### config.mk
export PLATFORM = sky130hd
export DESIGN_NAME = keypad_debounce_event_latch_unit_flat
export DESIGN_NICKNAME = d
export VERILOG_FILES = /design/src/rtl/kdel_pkg.sv /design/src/rtl/kdel_if.sv /design/src/rtl/kdel_core.sv /design/src/rtl/kdel_out_reg.sv /design/src/rtl/keypad_debounce_event_latch_unit.sv /design/src/flat_wrapper.sv
export SDC_FILE = /design/constraint.sdc
export NUM_CORES = 1
export LEC_CHECK = 0
export BUFFER_PORTS_ARGS = -buffer_cell sky130_fd_sc_hd__buf_2
export CAP_MARGIN = 20
export CORE_ASPECT_RATIO = 1.2
export CORE_MARGIN = 2
export CORE_UTILIZATION = 60
export DETAILED_ROUTE_END_ITERATION = 7
export PLACE_DENSITY = 0.93
export SLEW_MARGIN = 30
export SYNTH_ARGS = -nofsm -noshare
export SYNTH_HDL_FRONTEND = slang
export SYNTH_SLANG_ARGS = --single-unit
export TNS_END_PERCENT = 50
### constraint.sdc
create_clock -name clk_i -period 6.1 [get_ports clk_i]
set_input_delay 1.83 -clock clk_i [delete_from_list [all_inputs] [get_ports clk_i]]
set_output_delay 1.83 -clock clk_i [all_outputs]
set_load 0.01 [all_outputs]
### src/rtl/kdel_pkg.sv
package kdel_pkg;

  localparam int unsigned NumButtons = 6;
  localparam int unsigned MaskW      = 6;
  localparam int unsigned CountW     = 8;
  localparam int unsigned OpW        = 3;
  localparam int unsigned ButtonW    = 3;

  localparam logic [CountW-1:0] DebounceReset = CountW'(4);

  typedef enum logic [OpW-1:0] {
    OpSample         = 3'd0,
    OpConsumePress   = 3'd1,
    OpConsumeRelease = 3'd2,
    OpClearEvents    = 3'd3,
    OpResync         = 3'd4
  } kdel_op_e;

  typedef struct packed {
    logic [OpW-1:0]     operation;
    logic [MaskW-1:0]   raw_levels;
    logic [ButtonW-1:0] button;
  } kdel_req_t;

  typedef struct packed {
    logic [MaskW-1:0] pressed_mask;
    logic             event_hit;
    logic [MaskW-1:0] press_pending;
    logic [MaskW-1:0] release_pending;
  } kdel_rsp_t;

endpackage

### src/rtl/kdel_if.sv
interface kdel_req_if;
  import kdel_pkg::*;

  logic               valid;
  logic               ready;
  logic [OpW-1:0]     operation;
  logic [MaskW-1:0]   raw_levels;
  logic [ButtonW-1:0] button;

  modport source (output valid, output operation, output raw_levels, output button,
                  input ready);
  modport sink   (input valid, input operation, input raw_levels, input button,
                  output ready);
endinterface

interface kdel_rsp_if;
  import kdel_pkg::*;

  logic             valid;
  logic             ready;
  logic [MaskW-1:0] pressed_mask;
  logic             event_hit;
  logic [MaskW-1:0] press_pending;
  logic [MaskW-1:0] release_pending;

  modport source (output valid, output pressed_mask, output event_hit,
                  output press_pending, output release_pending, input ready);
  modport sink   (input valid, input pressed_mask, input event_hit,
                  input press_pending, input release_pending, output ready);
endinterface

### src/rtl/kdel_core.sv
module kdel_core (
  input  logic                          clk_i,
  input  logic                          rst_ni,
  input  logic                          cfg_we_i,
  input  logic [kdel_pkg::CountW-1:0]   cfg_data_i,
  input  logic                          accept_i,
  input  kdel_pkg::kdel_req_t           req_i,
  output kdel_pkg::kdel_rsp_t           rsp_o
);
  import kdel_pkg::*;

  logic [CountW-1:0] samples_q;
  logic [MaskW-1:0]  stable_q, stable_d;
  logic [MaskW-1:0]  cand_q, cand_d;
  logic [CountW-1:0] count_q, count_d;
  logic [MaskW-1:0]  press_q, press_d;
  logic [MaskW-1:0]  rel_q, rel_d;
  logic              hit;
  logic [MaskW-1:0]  raw_pressed;
  logic [MaskW-1:0]  sel;
  logic              btn_ok;
  logic [MaskW-1:0]  changed;
  kdel_op_e          op;

  assign op          = kdel_op_e'(req_i.operation);
  assign raw_pressed = ~req_i.raw_levels;
  assign btn_ok      = 32'(req_i.button) < NumButtons;
  assign sel         = btn_ok ? (MaskW'(1) << req_i.button) : '0;

  always_comb begin
    stable_d = stable_q;
    cand_d   = cand_q;
    count_d  = count_q;
    press_d  = press_q;
    rel_d    = rel_q;
    hit      = 1'b0;
    changed  = '0;
    case (op)
      OpSample: begin
        if (raw_pressed == cand_q) begin
          if (count_q < samples_q) count_d = count_q + CountW'(1);
        end else begin
          cand_d  = raw_pressed;
          count_d = '0;
        end
        if (count_d >= samples_q && stable_q != cand_d) begin
          stable_d = cand_d;
          changed  = cand_d ^ stable_q;
          press_d  = press_q | (changed & cand_d);
          rel_d    = rel_q | (changed & stable_q);
        end
      end
      OpConsumePress: begin
        hit     = |(press_q & sel);
        press_d = press_q & ~sel;
      end
      OpConsumeRelease: begin
        hit   = |(rel_q & sel);
        rel_d = rel_q & ~sel;
      end
      OpClearEvents: begin
        press_d = '0;
        rel_d   = '0;
      end
      OpResync: begin
        stable_d = raw_pressed;
        cand_d   = raw_pressed;
        count_d  = '0;
        press_d  = '0;
        rel_d    = '0;
      end
      default: ;
    endcase
  end

  always_ff @(posedge clk_i or negedge rst_ni) begin
    if (!rst_ni) begin
      samples_q <= DebounceReset;
    end else if (cfg_we_i) begin
      samples_q <= cfg_data_i;
    end
  end

  always_ff @(posedge clk_i or negedge rst_ni) begin
    if (!rst_ni) begin
      stable_q <= '0;
      cand_q   <= '0;
      count_q  <= '0;
      press_q  <= '0;
      rel_q    <= '0;
    end else if (accept_i) begin
      stable_q <= stable_d;
      cand_q   <= cand_d;
      count_q  <= count_d;
      press_q  <= press_d;
      rel_q    <= rel_d;
    end
  end

  assign rsp_o.pressed_mask    = stable_d;
  assign rsp_o.event_hit       = hit;
  assign rsp_o.press_pending   = press_d;
  assign rsp_o.release_pending = rel_d;

  // events are only ever raised on buttons whose stable level moved
  a_events_from_change: assert property (@(posedge clk_i) disable iff (!rst_ni)
    accept_i && op == OpSample |=>
      ((press_q & ~$past(press_q)) & ~(stable_q & ~$past(stable_q))) == '0)
    else $error("press event without a released-to-pressed change");

  a_resync_clears: assert property (@(posedge clk_i) disable iff (!rst_ni)
    accept_i && op == OpResync |=> press_q == '0 && rel_q == '0 && count_q == '0)
    else $error("resync left events or count behind");

  a_stable_hold: assert property (@(posedge clk_i) disable iff (!rst_ni)
    accept_i && op != OpSample && op != OpResync |=> $stable(stable_q))
    else $error("stable mask moved on a non-sampling beat");

endmodule

### src/rtl/kdel_out_reg.sv
module kdel_out_reg (
  input  logic                clk_i,
  input  logic                rst_ni,
  input  logic                accept_i,
  input  kdel_pkg::kdel_rsp_t rsp_i,
  output logic                in_ready_o,
  kdel_rsp_if.source          rsp_o
);
  import kdel_pkg::*;

  logic      valid_q;
  kdel_rsp_t data_q;

  // take a new beat whenever the held one is empty or leaving
  assign in_ready_o = !valid_q || rsp_o.ready;

  always_ff @(posedge clk_i or negedge rst_ni) begin
    if (!rst_ni) begin
      valid_q <= 1'b0;
    end else if (in_ready_o) begin
      valid_q <= accept_i;
    end
  end

  always_ff @(posedge clk_i) begin
    if (accept_i) data_q <= rsp_i;
  end

  assign rsp_o.valid           = valid_q;
  assign rsp_o.pressed_mask    = data_q.pressed_mask;
  assign rsp_o.event_hit       = data_q.event_hit;
  assign rsp_o.press_pending   = data_q.press_pending;
  assign rsp_o.release_pending = data_q.release_pending;

  a_no_overwrite: assert property (@(posedge clk_i) disable iff (!rst_ni)
    valid_q && !rsp_o.ready |-> !accept_i)
    else $error("input beat accepted over a stalled result");

  a_stall_holds: assert property (@(posedge clk_i) disable iff (!rst_ni)
    valid_q && !rsp_o.ready |=> valid_q && $stable(data_q))
    else $error("stalled result changed");

  a_accept_fills: assert property (@(posedge clk_i) disable iff (!rst_ni)
    accept_i |=> valid_q)
    else $error("accepted beat produced no result");

endmodule

### src/rtl/keypad_debounce_event_latch_unit.sv
// Keypad debouncer with sticky press/release event latches.
//
// Channels: req_i carries one operation per beat (sample tick, consume press,
// consume release, clear events, resync) with the raw active-low pins and a
// button index. rsp_o returns exactly one beat per request: the debounced
// mask, the consume hit flag and the pending press and release events.
// cfg_we_i/cfg_data_i write the debounce sample count; write it while idle.
//
// Each request's state update is one pass of mask compares and an 8-bit saturating
// count, registered into the result stage; its result shows in the next cycle.
// Throughput is one request per cycle while the receiver takes results, set by the state loop.
//
// Reset clears the debounced, candidate and event masks and the count, and
// sets the sample count to 4. When the receiver stalls the result register
// holds its beat and req_i.ready drops; it rises again in the cycle the
// result is taken, so no bubble is added.
module keypad_debounce_event_latch_unit (
  input  logic                        clk_i,
  input  logic                        rst_ni,
  input  logic                        cfg_we_i,
  input  logic [kdel_pkg::CountW-1:0] cfg_data_i,
  kdel_req_if.sink                    req_i,
  kdel_rsp_if.source                  rsp_o
);
  import kdel_pkg::*;

  logic      in_ready;
  logic      accept;
  kdel_req_t req;
  kdel_rsp_t rsp_next;

  assign req_i.ready    = in_ready;
  assign accept         = req_i.valid && in_ready;
  assign req.operation  = req_i.operation;
  assign req.raw_levels = req_i.raw_levels;
  assign req.button     = req_i.button;

  kdel_core u_core (
    .clk_i      (clk_i),
    .rst_ni     (rst_ni),
    .cfg_we_i   (cfg_we_i),
    .cfg_data_i (cfg_data_i),
    .accept_i   (accept),
    .req_i      (req),
    .rsp_o      (rsp_next)
  );

  kdel_out_reg u_out_reg (
    .clk_i      (clk_i),
    .rst_ni     (rst_ni),
    .accept_i   (accept),
    .rsp_i      (rsp_next),
    .in_ready_o (in_ready),
    .rsp_o      (rsp_o)
  );

endmodule

### src/flat_wrapper.sv
// flat-port wrapper written by rule: the top's interface ports become plain ports
module keypad_debounce_event_latch_unit_flat import kdel_pkg::*;
  (clk_i, rst_ni, cfg_we_i, cfg_data_i, req_i_valid, req_i_operation, req_i_raw_levels, req_i_button, req_i_ready, rsp_o_valid, rsp_o_pressed_mask, rsp_o_event_hit, rsp_o_press_pending, rsp_o_release_pending, rsp_o_ready);
  kdel_req_if req_i_i ();
  kdel_rsp_if rsp_o_i ();
  input  logic clk_i;
  input  logic rst_ni;
  input  logic cfg_we_i;
  input  logic [kdel_pkg::CountW-1:0] cfg_data_i;
  input wire logic [$bits(req_i_i.valid)-1:0] req_i_valid;
  input wire logic [$bits(req_i_i.operation)-1:0] req_i_operation;
  input wire logic [$bits(req_i_i.raw_levels)-1:0] req_i_raw_levels;
  input wire logic [$bits(req_i_i.button)-1:0] req_i_button;
  output wire logic [$bits(req_i_i.ready)-1:0] req_i_ready;
  output wire logic [$bits(rsp_o_i.valid)-1:0] rsp_o_valid;
  output wire logic [$bits(rsp_o_i.pressed_mask)-1:0] rsp_o_pressed_mask;
  output wire logic [$bits(rsp_o_i.event_hit)-1:0] rsp_o_event_hit;
  output wire logic [$bits(rsp_o_i.press_pending)-1:0] rsp_o_press_pending;
  output wire logic [$bits(rsp_o_i.release_pending)-1:0] rsp_o_release_pending;
  input wire logic [$bits(rsp_o_i.ready)-1:0] rsp_o_ready;
  assign req_i_i.valid = req_i_valid;
  assign req_i_i.operation = req_i_operation;
  assign req_i_i.raw_levels = req_i_raw_levels;
  assign req_i_i.button = req_i_button;
  assign req_i_ready = req_i_i.ready;
  assign rsp_o_valid = rsp_o_i.valid;
  assign rsp_o_pressed_mask = rsp_o_i.pressed_mask;
  assign rsp_o_event_hit = rsp_o_i.event_hit;
  assign rsp_o_press_pending = rsp_o_i.press_pending;
  assign rsp_o_release_pending = rsp_o_i.release_pending;
  assign rsp_o_i.ready = rsp_o_ready;
  keypad_debounce_event_latch_unit u_core (.clk_i(clk_i), .rst_ni(rst_ni), .cfg_we_i(cfg_we_i), .cfg_data_i(cfg_data_i), .req_i(req_i_i), .rsp_o(rsp_o_i));
endmodule
# Word level (Yosys, flattened, before mapping)
# Index checks and enable logic that the tools add are counted.
[word_totals]
regBits = 60
inputBits = 25
[op_classes]
n_addsub = 1
order_cmp = 3
eq_ne = 6
shift = 1
mux = 15
bitwise_logic = 11
n_reduce_logical = 10
[ops]
columns = ["op", "n"]
rows = [
  ["AND 6 bit", 6],
  ["two-way mux 6 bit", 6],
  ["case mux 6 bit (3 select lines)", 2],
  ["two-way mux 8 bit", 3],
  ["case mux 6 bit (2 select lines)", 2],
  ["case mux 8 bit (2 select lines)", 1],
  ["NOT 6 bit", 2],
  ["OR 6 bit", 2],
  ["OR reduction 6 bit", 2],
  ["adder 8 x 1 -> 8 bit (second input constant)", 1],
  [">= comparator 8 bit", 1],
  ["< comparator 8 bit", 1],
  ["equality test 3 x 2 -> 1 bit (second input constant)", 2],
  ["equality test 6 bit", 1],
  ["inequality test 6 bit", 1],
  ["<< shifter 1 x 3 -> 6 bit (first input constant)", 1],
  ["bitwise XOR 6 bit", 1],
  ["equality test 3 x 1 -> 1 bit (second input constant)", 1],
  ["equality test 3 bit (second input constant)", 1],
  ["zero test 3 bit", 1],
  ["< comparator 3 bit (second input constant)", 1],
  ["logical AND 1 bit", 2],
  ["case mux 1 bit (2 select lines)", 1],
  ["AND reduction 2 bit", 1],
  ["4 further kinds", 4],
]

# Longest topological paths before layout
[logic_depth]
ltp_word = 9
mapped_depth = 16
mapped_depth_nobuf = 13

# Modules after synthesis
# Synthesis repeated with hierarchy kept, for this count alone.
[hier_totals]
hier_cells = 398
hier_area_um2 = 3826.2
[modules_own_cells]
columns = ["mod", "n_inst", "cells_per_inst", "area_each_um2"]
rows = [
  ["kdel_core", 1, 375, 3201.8],
  ["kdel_out_reg", 1, 22, 618.1],
  ["keypad_debounce_event_latch_unit", 1, 1, 6.3],
]

# Worst setup path before layout
# Ideal clock, no wire load.
[synth_timing]
kind = "in2reg"
startpoint = "in req_i_raw_levels[4]"
endpoint = "reg u_core.u_out_reg.data_q (netlist bit u_core.u_out_reg.rsp_o.press_pending[1]) (data pin)"
setup_time_ns = 0.257
arrival_time_ns = 4.326
path_slack_ns = 1.517
cell_stages = 12
path_buffers = 2
cell_sequence = "xor2_1 -> nand4_1 -> or2_2 -> clkbuf_1 -> nand2b_1 -> ha_1 -> nand2b_1 -> a2111oi_2 -> nor3_1 -> o311a_1 -> clkbuf_1 -> a32o_1"
[synth_rtl]
columns = ["item", "line_no", "text"]
rows = [
  ["start, declared", "flat_wrapper.sv:12", "input wire logic [$bits(req_i_i.raw_levels)-1:0] req_i_raw_levels;"],
  ["end signal, assigned", "kdel_out_reg.sv:26", "if (accept_i) data_q <= rsp_i;"],
  ["end, declared", "kdel_out_reg.sv:12", "kdel_rsp_t data_q;"],
]

==> reports/qor.csv <==
stage;metric;value;unit
run_status;status;complete, no violations;
pwr;p_int;668.1;uW
floorplanning;start_util;61.44;%
clock_tree;cts-resized-gates;0;
synth;syn_nets;420;
global_route;grt_pass1_wl;14.35;mm
drt;drc_errors;0;
final_layout;antenna-diode-count;0;
synth;synth_warnings;0;
clock_tree;cts_sinks;60;
final_layout;nets;455;
floorplanning;die_x;75.39;um
drt;vias;3085;
synth;synth_cells;367;
sta;max_freq;205.5;MHz
clock_tree;h-tree-depth;3;
place;port_buffers;45;
final_layout;final.fill_count;462;
synth;avgSynthCellArea;9.999;um2
pwr;power.leakage;0.001819;uW
drt;first_pass_iters;5;
place;dpl_cell_area;3913;um2
drt;drtIter0Drc;351;
clock_tree;cts-root-buf;clkbuf_8;
drt;routed_via_density;6.309;
final_layout;drive_gt1_share;18.43;%
final_layout;multi_input_area;1911;um2
sta;rsz0062_at_grt;false;
clock_tree;cts_tree;yes;
clock_tree;cts_setup_buffers;0;
pwr;power.total;974.7;uW
pwr;seqPwrFrac;48.6;%
final_layout;regArea;1598;um2
sta;tns;0;ns
sta;slew-limit-headroom;37.98;%
synth;netlist_area;3670;um2
critical_path;path_max_fanout;24;
pwr;p_sw;306.6;uW
place;place_hpwl;6.264;mm
clock_tree;numCtsBuffers;9;
synth;synth_top_area_share;27.28;%
floorplanning;io_pins;46;
sta;worst_pin_slew;0.9303;ns
floorplanning;die_h;89.67;um
pwr;p_clk_share;32.0;%
place;place.gp.congestion;0.8838;
synth;yosysMostFrequentCell;nand2_1;
drt;wl;8.884;mm
floorplanning;core_area;5973;um2
pwr;comb_power_share;19.3;%
floorplanning;die_area;6760;um2
final_layout;area_growth;11.69;%
global_route;grt_overflow_total;0;
sta;finalMaxSlewViolations;0;
synth;async_flop_share;68.33;%
sta;period_share;79.78;%
sta;hold_viol_final;0;
critical_path;cp-start-kind;primary input;
drt;wire_per_inst;18.17;um
clock_tree;cts_buffer_depth;2;
pwr;power_density;237.8;nW/um2
pwr;vdd_drop_max;0.0001645;V
synth;yosys_most_used_dff;dfrtp_1;
critical_path;worst-setup-path-type;primary input to flip-flop;
critical_path;crit_required;6.19;ns
clock_tree;ctsHoldBuffers;0;
worst_hold_path;hold_path_class;flip-flop to flip-flop;
synth;synth_area_leader_cell;dfrtp_1;
clock_tree;clk_pin_slew;0.07;ns
drt;antenna_left;0;
global_route;first_global_vias;2930;
floorplanning;fp-row-count;31;
synth;yosysSeqAreaShare;43.54;%
global_route;grt_antenna_before_repair;0;
critical_path;cp.arrival;4.96;ns
synth;synth_commonest_cells;46 x nand2_1, 40 x dfrtp_1, 30 x o21ai_0;
synth;synth_edf_count;19;
synth;synth_seq_cells;60;
sta;setup_viol_count_final;0;
sta;period_minus_slack;4.867;ns
flow_run;drv_cap;0;
critical_path;endpoint_kind;flip-flop;
global_route;grt_max_degree;42;
clock_tree;worstSkewPairLatency;0.34;ns
global_route;grt.total_usage;28.55;%
sta;skew;0.007096;ns
synth;synth_area_leaders;dfrtp_1 27%, edfxtp_1 16%, ha_1 9.5%;
final_layout;finalInstanceArea;4099;um2
synth;synth.distinct_cells;57;
pwr;swShare;31.46;%
==> path summary, 6_finish.rpt <==
path	from	endpoint	slack, ns	cells past startpoint
setup / recovery	req_i_raw_levels[5]	u_core.u_out_reg.rsp_o.press_pending[0]	1.23	11
hold reg to reg	u_core.u_core.cand_q[0]	u_core.u_core.cand_q[0]	0.50	2
min in group asynchronous	rst_ni	u_core.u_core.count_q[4]	1.46	1
max in group asynchronous	rst_ni	u_core.u_core.samples_q[2]	4.25	1
setup reg to reg	u_core.u_core.samples_q[2]	u_core.u_out_reg.rsp_o.press_pending[0]	1.66	12
hold / removal	u_core.u_core.cand_q[0]	u_core.u_core.cand_q[0]	0.50	2
==> registers in the layout, summed over array words and instances (netlist names) <==
| register | flops |
|---|---|
| u_core.u_core.rel_q | 6 |
| u_core.u_core.count_q | 8 |
| u_core.u_out_reg.rsp_o.pressed_mask | 6 |
| u_core.u_out_reg.rsp_o.release_pending | 6 |
| u_core.u_core.stable_q | 6 |
| u_core.u_core.cand_q | 6 |
| u_core.u_out_reg.rsp_o.event_hit | 1 |
| u_core.u_core.press_q | 6 |
| u_core.u_core.samples_q | 8 |
| u_core.u_out_reg.rsp_o.press_pending | 6 |
| u_core.u_out_reg.rsp_o.valid | 1 |
==> layer usage <==
metal  vias up  wire length, um  global-route usage, %
met3        32              536                  6.473
li1       1431                -                      -
met2       140             4544                  46.88
met1      1482             3445                  35.40
met5         -                0                      0
met4         0              358                  13.88
==> critical path, cell delays in order <==
cell and delay [ns]:
buf_2 0.16, xor2_1 0.19, nand4_1 0.19, or2_2 0.41, nand2b_1 0.18, ha_1 0.27, nand2b_1 0.17, a2111oi_2 0.47
nor3_1 0.10, o311a_1 0.62, a22o_1 0.37
==> cell usage in the layout, fill, tap and decap left out, types with 3 or more instances in the layout <==
cell type,count
nor3b_1,3
nor2b_1,4
o21a_1,3
clkinv_2,3
nand2_1,46
a31oi_1,8
or3_1,6
buf_2,44
a211o_1,3
a32o_1,20
nand2b_1,8
clkbuf_8,9
nor3_1,5
mux2_2,3
o21ai_0,30
inv_1,23
a22o_1,3
a21o_1,5
xor2_1,6
nor2_1,7
a21oi_1,11
dfrtp_1,40
o31ai_1,3
nand3_1,7
mux2i_1,15
ha_1,28
edfxtp_1,19
==> final cells by class <==
type | instances | area share (%)
Multi-Input combinational cell | 262 | 46.61
Sequential cell | 60 | 38.98
Timing Repair Buffer | 46 | 5.739
Clock buffer | 9 | 3.022
Tap cell | 82 | 2.503
Inverter | 23 | 2.106
Clock inverter | 7 | 1.038
==> cells by family after synthesis <==
kind of cell    synth area share (%)
compound gates                 20.46
xor+xnor                       1.909
simple gates                   14.66
mux                            5.012
flops                          43.54
fa+ha+maj                      9.547
buf+inv                        4.875
==> power groups by stage <==
stage                     Combinational (uW)  Clock [uW]  Sequential, uW
after floorplan                          109           0             483
after global placement                   170           0             479
after detailed placement                 181           0             482
after CTS                                183         316             474
after global routing                     210         331             477
final                                    189         312             474
==> stage by stage <==
stage / hold WS, ns / setup slack (ns) / std cells / util (%)
5_1_grt: 0.5382 / 1.134 / 489 / 68.62
2_1_floorplan: 0.4689 / 1.517 / 367 / -
4_1_cts: 0.5089 / 1.342 / 489 / 68.29
3_3_place_gp: 0.4859 / 1.178 / 473 / 65.50
3_5_place_dp: 0.4938 / 0.9949 / 473 / 65.50
6_report: 0.5032 / 1.233 / 489 / 68.62
Note: power is estimated with default switching activity, not from simulation.
